<file path="src/rtl/rls_pkg.sv">
// shared types and constants for the richardson linear solver
// no dependencies

package rls_pkg;

	localparam int MAX_SIZE = 64;
	localparam int IDX_W    = $clog2(MAX_SIZE);
	localparam int DIM_W    = IDX_W + 1;
	localparam int ADDR_A_W = 2 * IDX_W;

	// input item commands
	localparam logic [1:0] CMD_MATRIX = 2'd0;
	localparam logic [1:0] CMD_RHS    = 2'd1;
	localparam logic [1:0] CMD_GUESS  = 2'd2;
	localparam logic [1:0] CMD_START  = 2'd3;

	// configuration register indexes
	localparam logic [1:0] REG_ACTIVE_SIZE = 2'd0;
	localparam logic [1:0] REG_STEP_SIZE   = 2'd1;
	localparam logic [1:0] REG_TOLERANCE   = 2'd2;
	localparam logic [1:0] REG_ITER_LIMIT  = 2'd3;

	// datapath operations
	localparam logic [3:0] OP_NONE     = 4'd0;
	localparam logic [3:0] OP_LOAD     = 4'd1;
	localparam logic [3:0] OP_CLEAR    = 4'd2;
	localparam logic [3:0] OP_READ     = 4'd3;
	localparam logic [3:0] OP_READ_AX  = 4'd4;
	localparam logic [3:0] OP_SQ_B     = 4'd5;
	localparam logic [3:0] OP_ADD_BN   = 4'd6;
	localparam logic [3:0] OP_TOL_MUL  = 4'd7;
	localparam logic [3:0] OP_TOL_ADD  = 4'd8;
	localparam logic [3:0] OP_INIT_RN  = 4'd9;
	localparam logic [3:0] OP_TAU_MUL  = 4'd10;
	localparam logic [3:0] OP_X_UPD    = 4'd11;
	localparam logic [3:0] OP_ACC_CLR  = 4'd12;
	localparam logic [3:0] OP_AX_MUL   = 4'd13;
	localparam logic [3:0] OP_AX_ACC   = 4'd14;
	localparam logic [3:0] OP_RES_DIFF = 4'd15;

	// second group shares codes via a separate field to keep op narrow
	typedef struct packed {
		logic [3:0]       op;
		logic             sq_r;      // square new residual
		logic             add_rn;    // accumulate residual norm
		logic             pass_clr;  // clear residual norm at pass start
		logic             emit;      // present one result
		logic [IDX_W-1:0] row;
		logic [IDX_W-1:0] col;
		logic             last;
		logic             conv;
		logic [31:0]      passes;
	} ctl_t;

	typedef struct packed {
		logic conv;
	} sts_t;

endpackage

</file>
<file path="src/rtl/rls_ctrl.sv">
// sequencer for the richardson linear solver
// depends on rls_pkg

module rls_ctrl import rls_pkg::*; (
	input  logic             clk,
	input  logic             arst_n,
	input  logic             start,
	input  logic [1:0]       command,
	input  logic [DIM_W-1:0] active_size,
	input  logic [31:0]      iteration_limit,
	input  sts_t             sts,
	output logic             busy,
	output ctl_t             ctl
);

	localparam logic [4:0] S_IDLE  = 5'd0;
	localparam logic [4:0] S_B_RD  = 5'd1;
	localparam logic [4:0] S_B_SQ  = 5'd2;
	localparam logic [4:0] S_B_ADD = 5'd3;
	localparam logic [4:0] S_T_MUL = 5'd4;
	localparam logic [4:0] S_T_ADD = 5'd5;
	localparam logic [4:0] S_INIT  = 5'd6;
	localparam logic [4:0] S_TEST  = 5'd7;
	localparam logic [4:0] S_P_CLR = 5'd8;
	localparam logic [4:0] S_U_RD  = 5'd9;
	localparam logic [4:0] S_U_MUL = 5'd10;
	localparam logic [4:0] S_U_WR  = 5'd11;
	localparam logic [4:0] S_M_CLR = 5'd12;
	localparam logic [4:0] S_M_RD  = 5'd13;
	localparam logic [4:0] S_M_MUL = 5'd14;
	localparam logic [4:0] S_M_ACC = 5'd15;
	localparam logic [4:0] S_R_DIF = 5'd16;
	localparam logic [4:0] S_R_SQ  = 5'd17;
	localparam logic [4:0] S_R_ADD = 5'd18;
	localparam logic [4:0] S_E_RD  = 5'd19;
	localparam logic [4:0] S_E_OUT = 5'd20;

	logic [4:0]       state_q;
	logic [IDX_W-1:0] row_q, col_q;
	logic [31:0]      passes_q;
	logic             conv_q;
	logic [IDX_W-1:0] dim_last;
	logic             row_end, col_end;

	always_comb begin
		if (active_size == '0)
			dim_last = '0;
		else if (active_size > DIM_W'(MAX_SIZE))
			dim_last = IDX_W'(MAX_SIZE - 1);
		else
			dim_last = IDX_W'(active_size - DIM_W'(1));
	end

	assign row_end = (row_q == dim_last);
	assign col_end = (col_q == dim_last);
	assign busy    = (state_q != S_IDLE);

	always_comb begin
		ctl          = '0;
		ctl.row      = row_q;
		ctl.col      = col_q;
		ctl.last     = row_end;
		ctl.conv     = conv_q;
		ctl.passes   = passes_q;
		unique case (state_q)
			S_IDLE: begin
				if (start)
					ctl.op = (command == CMD_START) ? OP_CLEAR : OP_LOAD;
			end
			S_B_RD:  ctl.op = OP_READ;
			S_B_SQ:  ctl.op = OP_SQ_B;
			S_B_ADD: ctl.op = OP_ADD_BN;
			S_T_MUL: ctl.op = OP_TOL_MUL;
			S_T_ADD: ctl.op = OP_TOL_ADD;
			S_INIT:  ctl.op = OP_INIT_RN;
			S_TEST:  ctl.op = OP_NONE;
			S_P_CLR: ctl.pass_clr = 1'b1;
			S_U_RD:  ctl.op = OP_READ;
			S_U_MUL: ctl.op = OP_TAU_MUL;
			S_U_WR:  ctl.op = OP_X_UPD;
			S_M_CLR: ctl.op = OP_ACC_CLR;
			S_M_RD:  ctl.op = OP_READ_AX;
			S_M_MUL: ctl.op = OP_AX_MUL;
			S_M_ACC: ctl.op = OP_AX_ACC;
			S_R_DIF: ctl.op = OP_RES_DIFF;
			S_R_SQ:  ctl.sq_r = 1'b1;
			S_R_ADD: ctl.add_rn = 1'b1;
			S_E_RD:  ctl.op = OP_READ;
			S_E_OUT: ctl.emit = 1'b1;
			default: ctl.op = OP_NONE;
		endcase
	end

	always_ff @(posedge clk or negedge arst_n) begin
		if (!arst_n) begin
			state_q  <= S_IDLE;
			row_q    <= '0;
			col_q    <= '0;
			passes_q <= '0;
			conv_q   <= 1'b0;
		end else begin
			unique case (state_q)
				S_IDLE: begin
					if (start && command == CMD_START) begin
						row_q    <= '0;
						passes_q <= '0;
						state_q  <= S_B_RD;
					end
				end
				S_B_RD:  state_q <= S_B_SQ;
				S_B_SQ:  state_q <= S_B_ADD;
				S_B_ADD: begin
					col_q <= '0;
					if (row_end) begin
						state_q <= S_T_MUL;
					end else begin
						row_q   <= row_q + 1'b1;
						state_q <= S_B_RD;
					end
				end
				S_T_MUL: state_q <= S_T_ADD;
				S_T_ADD: begin
					if (col_q[1:0] == 2'd3) begin
						state_q <= S_INIT;
					end else begin
						col_q   <= col_q + 1'b1;
						state_q <= S_T_MUL;
					end
				end
				S_INIT:  state_q <= S_TEST;
				S_TEST: begin
					conv_q <= sts.conv;
					row_q  <= '0;
					col_q  <= '0;
					if (sts.conv || passes_q == iteration_limit) begin
						state_q <= S_E_RD;
					end else begin
						passes_q <= passes_q + 1'b1;
						state_q  <= S_P_CLR;
					end
				end
				S_P_CLR: state_q <= S_U_RD;
				S_U_RD:  state_q <= S_U_MUL;
				S_U_MUL: state_q <= S_U_WR;
				S_U_WR: begin
					if (row_end) begin
						row_q   <= '0;
						state_q <= S_M_CLR;
					end else begin
						row_q   <= row_q + 1'b1;
						state_q <= S_U_RD;
					end
				end
				S_M_CLR: begin
					col_q   <= '0;
					state_q <= S_M_RD;
				end
				S_M_RD:  state_q <= S_M_MUL;
				S_M_MUL: state_q <= S_M_ACC;
				S_M_ACC: begin
					if (col_end) begin
						state_q <= S_R_DIF;
					end else begin
						col_q   <= col_q + 1'b1;
						state_q <= S_M_RD;
					end
				end
				S_R_DIF: state_q <= S_R_SQ;
				S_R_SQ:  state_q <= S_R_ADD;
				S_R_ADD: begin
					if (row_end) begin
						state_q <= S_TEST;
					end else begin
						row_q   <= row_q + 1'b1;
						state_q <= S_M_CLR;
					end
				end
				S_E_RD:  state_q <= S_E_OUT;
				S_E_OUT: begin
					if (row_end) begin
						state_q <= S_IDLE;
					end else begin
						row_q   <= row_q + 1'b1;
						state_q <= S_E_RD;
					end
				end
				default: state_q <= S_IDLE;
			endcase
		end
	end

endmodule

</file>
<file path="config.mk">
export PLATFORM = sky130hd
export DESIGN_NAME = rls_ctrl
export DESIGN_NICKNAME = d
export VERILOG_FILES = /design/src/rtl/rls_pkg.sv /design/src/rtl/rls_ctrl.sv
export SDC_FILE = /design/constraint.sdc
export NUM_CORES = 1
export LEC_CHECK = 0
export BUFFER_PORTS_ARGS = -buffer_cell sky130_fd_sc_hd__clkbuf_2
export CAP_MARGIN = 10
export CORE_MARGIN = 8
export CORE_UTILIZATION = 54
export CTS_CLUSTER_DIAMETER = 50
export DETAILED_ROUTE_END_ITERATION = 8
export GPL_TIMING_DRIVEN = 0
export PLACE_DENSITY_LB_ADDON = 0.1
export SETUP_SLACK_MARGIN = 0.05
export SYNTH_ARGS = -nofsm -noshare
export SYNTH_HDL_FRONTEND = slang
export SYNTH_SLANG_ARGS = --single-unit
</file>
<file path="constraint.sdc">
create_clock -name clk -period 3.5 [get_ports clk]
set_clock_uncertainty 0.2 [all_clocks]
set_input_delay 0.175 -clock clk [delete_from_list [all_inputs] [get_ports clk]]
set_output_delay 0.175 -clock clk [all_outputs]
set_load 0.005 [all_outputs]
</file>
=== After elaboration in Yosys (flattened, before gate mapping) ===
Cells that the tools add are included.

* Flip-flop bits (word level): 50
* Input port bits: 45
* Output and inout port bits: 55

* Add/sub/neg operators: 4
* $lt $le $gt $ge: 1
* Equality and inequality tests: 30
* Multiplexer cells: 28
* Reductions and logical operators: 14

{| class="wikitable"
|+ Operators with widths
! kind !! number
|-
| one-hot mux 5 bit (21 select lines) || 1
|-
| two-way mux 32 bit || 2
|-
| one-hot mux 32 bit (2 select lines) || 1
|-
| one-hot mux 4 bit (14 select lines) || 1
|-
| two-way mux 6 bit || 7
|-
| == test 5 x 4 -> 1 bit, second input constant || 8
|-
| adder 32 x 1 -> 32 bit, second input constant || 1
|-
| == test 32 bit || 1
|-
| == test 5 bit, second input constant || 5
|-
| one-hot mux 6 bit (4 select lines) || 1
|-
| == test 5 x 3 -> 1 bit, second input constant || 4
|-
| two-way mux 5 bit || 4
|-
| one-hot mux 6 bit (3 select lines) || 1
|-
| adder 6 x 1 -> 6 bit, second input constant || 2
|-
| == test 6 bit || 2
|-
| == test 5 x 2 -> 1 bit, second input constant || 2
|-
| inequality test 2 bit, second input constant || 5
|-
| AND reduction 3 bit || 3
|-
| OR reduction 3 bit || 3
|-
| > comparator 7 bit, second input constant || 1
|-
| zero test 7 bit || 1
|-
| two-way mux 2 bit || 3
|-
| two-way mux 3 bit || 2
|-
| subtractor 6 x 1 -> 6 bit, second input constant || 1
|-
| other kinds (11) || 15
|}

=== Depth between registers and ports, before layout ===
* Word-level depth: 6
* Mapped depth: 11
* Depth with buffers taken out: 10

=== Worst setup path before layout ===
OpenSTA, ideal clock, no wires.

* Kind: input-to-reg
* Start: input port active_size[0]
* End: register col_q[0]
* Data arrival time: 2.425 ns
* Required time: 3.172 ns
* Path slack: 0.748 ns
* Stages: 10
* Buffers on the path: 1
* Path through: inv_1 > ha_1 > clkbuf_1 > or4b_1 > o311ai_0 > a32oi_1 > a311oi_2 > nand4_2 > o31a_1 > mux2_1

* Cells in the longest elaborated chain, start to end: 6
* Elaborated cells between the ends (all ways): 8

{| class="wikitable"
|+ RTL lines
! element !! line !! RTL
|-
| from (decl) || rls_ctrl.sv:9 || <nowiki>input logic [DIM_W-1:0] active_size,</nowiki>
|-
| subtractor 6 x 1 -> 6 bit or > comparator 7 bit (tied branches) || rls_ctrl.sv:51, rls_ctrl.sv:48 ||
|-
| two-way mux 6 bit || rls_ctrl.sv:48 || <nowiki>else if (active_size > DIM_W'(MAX_SIZE))</nowiki>
|-
| two-way mux 6 bit * || rls_ctrl.sv:46 || <nowiki>if (active_size == '0)</nowiki>
|-
| == test 6 bit * || rls_ctrl.sv:55 || <nowiki>assign col_end = (col_q == dim_last);</nowiki>
|-
| inequality test 2 bit (no source line) * || n/a ||
|-
| AND reduction 3 bit (no source line) * || n/a ||
|-
| to (signal assigned) || rls_ctrl.sv:126 || <nowiki>col_q <= col_q + 1'b1;</nowiki>
|-
| to (signal assigned) || rls_ctrl.sv:164 || <nowiki>col_q <= col_q + 1'b1;</nowiki>
|-
| to (decl) || rls_ctrl.sv:39 || <nowiki>logic [IDX_W-1:0] row_q, col_q;</nowiki>
|}

Every way passes the cells marked *; elsewhere a longest branch is shown, timed or not.
A chain may end at the register's enable or synchronous reset.

=== Final worst setup path ===
* Start: input port active_size[0]
* End: output port ctl[33] (netlist name)

* Cells in the longest elaborated chain, start to end: 4
* Elaborated cells between the ends (all ways): 6

{| class="wikitable"
|+ RTL lines
! element !! line !! RTL
|-
| subtractor 6 x 1 -> 6 bit or > comparator 7 bit (tied branches) || rls_ctrl.sv:51, rls_ctrl.sv:48 ||
|-
| two-way mux 6 bit || rls_ctrl.sv:48 ||
|-
| two-way mux 6 bit * || rls_ctrl.sv:46 ||
|-
| == test 6 bit * || rls_ctrl.sv:54 || <nowiki>assign row_end = (row_q == dim_last);</nowiki>
|-
| to (decl) || rls_ctrl.sv:13 || <nowiki>output ctl_t ctl</nowiki>
|}

Marks and branches as above.

==> metrics.yaml <==
clock_tree:
  ctsLongestPathBuffers: 2
  htreeDepth: 2
  postCtsSetupBuffers: 0
  cts_root_buf: "clkbuf_8"
  clk_pin_slew_worst_paths_ns: 0.09
  cts_tree: "built"
  numCtsBuffers: 5
  clk_latency_ns: 0.31
  cts.sink_count: 50
synth:
  yosysSeqAreaShare_pct: 31.7
  ys_ff_latch: 50
  async_flop_share_pct: 100
  ys_top_cells_by_count: "nor2_1, xor2_1, dfrtp_1"
  synth_top_cell_by_area: "dfrtp_1"
  yosys.cell_count.top_type: "nor2_1"
  synthFlopType: "dfrtp_1"
  synth_area_leaders: "dfrtp_1, xor2_1, nor2_1"
  synth_edf_count: 0
  synth_top_family_by_area: "simple AND/OR/NAND/NOR gates"
  synth_fa_ha_area_share_pct: 1.59
  synth_xor_area_share_pct: 15.1
  synthCells: 485
  synthMuxAreaShare_pct: 1.37
  synth_compound_area_share_pct: 16.2
  synth_cell_type_count: 68
  synth_area_per_cell_sq_um: 8.13
  syn-num-nets: 535
  synthSimpleGateAreaFrac_pct: 29.4
  syn_area_sq_um: 3940
  synth_top_area_share_pct: 31.7
  yosysWarnings: 0
worst_setup_path:
  crit_chain: "clkbuf_2 -> inv_1 -> ha_1 -> nor3b_4 -> nor3_1 -> o311ai_1 -> xnor2_1 -> nor4_4 -> buf_4 -> clkbuf_2"
  cp.required_ns: 3.12
  startpoint_type: "primary input"
  slowest_delay_ns: 0.55
  critPathCaptureType: "output pin"
  cpMaxStageDelayCell: "o311ai_1"
  cpMostUsedCell: "clkbuf_2"
  arrival_ns: 2.75
  crit_type: "in -> out"
  cp_max_fo: 8
die:
  die_y_um: 101
  dieArea_sq_um: 10300
  ios: 100
  die_w_um: 101
  num_rows: 31
  core_sq_um: 7180
  start_util_pct: 54.9
finish:
  final_cell_area_sq_um: 4680
  drive_above_1_share_pct: 22.3
  fill_cells: 643
  n_antenna_cell: 0
  stdcell_count: 692
  final_nets: 643
  final_util_pct: 65.2
  syn2layout_area_growth_pct: 18.7
route:
  wirelength_mm: 11.0
  firstDrtPassIters: 4
  drt_iter0_drc: 121
  wire_per_inst_um: 15.9
  ant_nets: 0
  drc: 0
  avgViaCountPerCell: 5.75
  vias: 3981
grt:
  first_global_vias: 3855
  grt_max_degree: 30
  grt_pass1_wl_mm: 18.3
  antenna_found_initial: 0
  grtUsageTotal_pct: 21.9
  grt-ovfl-total: 0
flow_run:
  cap_violations: 0
timing:
  min_period_ns: 3.13
  tns_ns: 0
  drv_slew: 0
  hold_violations: 0
  max_slew_margin_pct: 57.7
  finalSetupViolations: 0
  rsz0062_at_grt: "false"
  max_freq_ghz: 0.320
  final.period_utilization_pct: 89.3
  tightestPinTransition_ns: 0.624
placed_design:
  place_inst: 683
  gp_congestion: 0.908
  dpl_cell_area_sq_um: 4580
  dp_hpwl_mm: 8.55
  io_buffers: 98
power:
  power_density_nw_per_um2: 500
  total_power_uw: 2340
  peakVddDrop_mv: 0.343
  p_leak_uw: 0.00221
hold_path:
  hp-class: "in -> async"
run_status:
  status: "completed"
[logic make-up after synthesis]
logic type                 Yosys count
adders and majority gates            5
muxes                                5
DFF                                 50
buffers and inverters               43
AOI/OAI and AO/OA                   91
xor gates and xnor gates            68
and+or+nand+nor                    223
[cell usage in the layout (no fill, tap or decap), drive strengths merged, types with 13 or more instances in the layout]
| cell type | instances |
|---|---|
| nor2 | 65 |
| nand2 | 42 |
| a21oi | 17 |
| nand4 | 13 |
| o21ai | 26 |
| xor2 | 55 |
| xnor2 | 13 |
| nor3 | 15 |
| dfrtp | 50 |
| clkbuf | 123 |
| nand3 | 21 |
| inv | 15 |
[metrics by stage]
stage | hold WS [ns] | setup WS, ns
final | 0.199 | 0.374
after global routing | 0.253 | 0.181
after CTS | 0.213 | 0.391
after detailed placement | 0.00796 | 0.172
after global placement | 0.275 | 0.199
after floorplan | -0.321 | 0.748
[sequential cells by signal (all words and copies together) (netlist names)]
register and count:
conv_q 1, row_q 6, state_q 5, col_q 6, passes_q 32
[layer usage]
metal | part of all wire [%] | track usage, % | up-vias | wire, um
li1 | - | - | 1932 | -
met5 | 0 | 0 | - | 0
met2 | 48 | 36.6 | 138 | 5250
met4 | 1.8 | 6.41 | 0 | 199
met3 | 7.5 | 4.19 | 16 | 822
met1 | 43 | 27.8 | 1895 | 4710
[worst paths after layout]
check	start	slack, ns	endpoint	cells after the start
min in group clk	conv_q	0.32	conv_q	1
min	arst_n	0.20	passes_q[23]	2
max reg2reg	col_q[2]	0.51	col_q[0]	8
max in group asynchronous	arst_n	2.33	row_q[1]	3
min reg2reg	conv_q	0.32	conv_q	1
max	active_size[0]	0.37	ctl[33]	10
[cell type report]
type,count,area [sq um],share of cell area [%]
timing repair buffer,101,531,11.3
buffer,28,125,2.67
inverter,15,56.3,1.20
clock buffer,5,68.8,1.47
sequential,50,1250,26.7
tap,99,124,2.65
clock inverter,2,15.0,0.321
multi-input combinational,392,2510,53.6
[power breakdown]
part / internal, uW / switching, uW
Combinational: 497 / 690
Sequential: 677 / 134
Clock: 137 / 203
[critical path: cells and delay by family]
family                   cells  cell delay, ns
XOR/XNOR                     1            0.19
AO/OA/AOI/OAI                1            0.55
buffers and inverters        4            0.53
adder cells (fa/ha/maj)      1            0.26
AND/OR/NAND/NOR              3            1.04
[repair_timing]
action,in CTS,in global routing
endpoints found under the hold margin,22,0
gates resized for setup,0,0
hold buffers,2,0
Power figures use the tool's default switching activity.
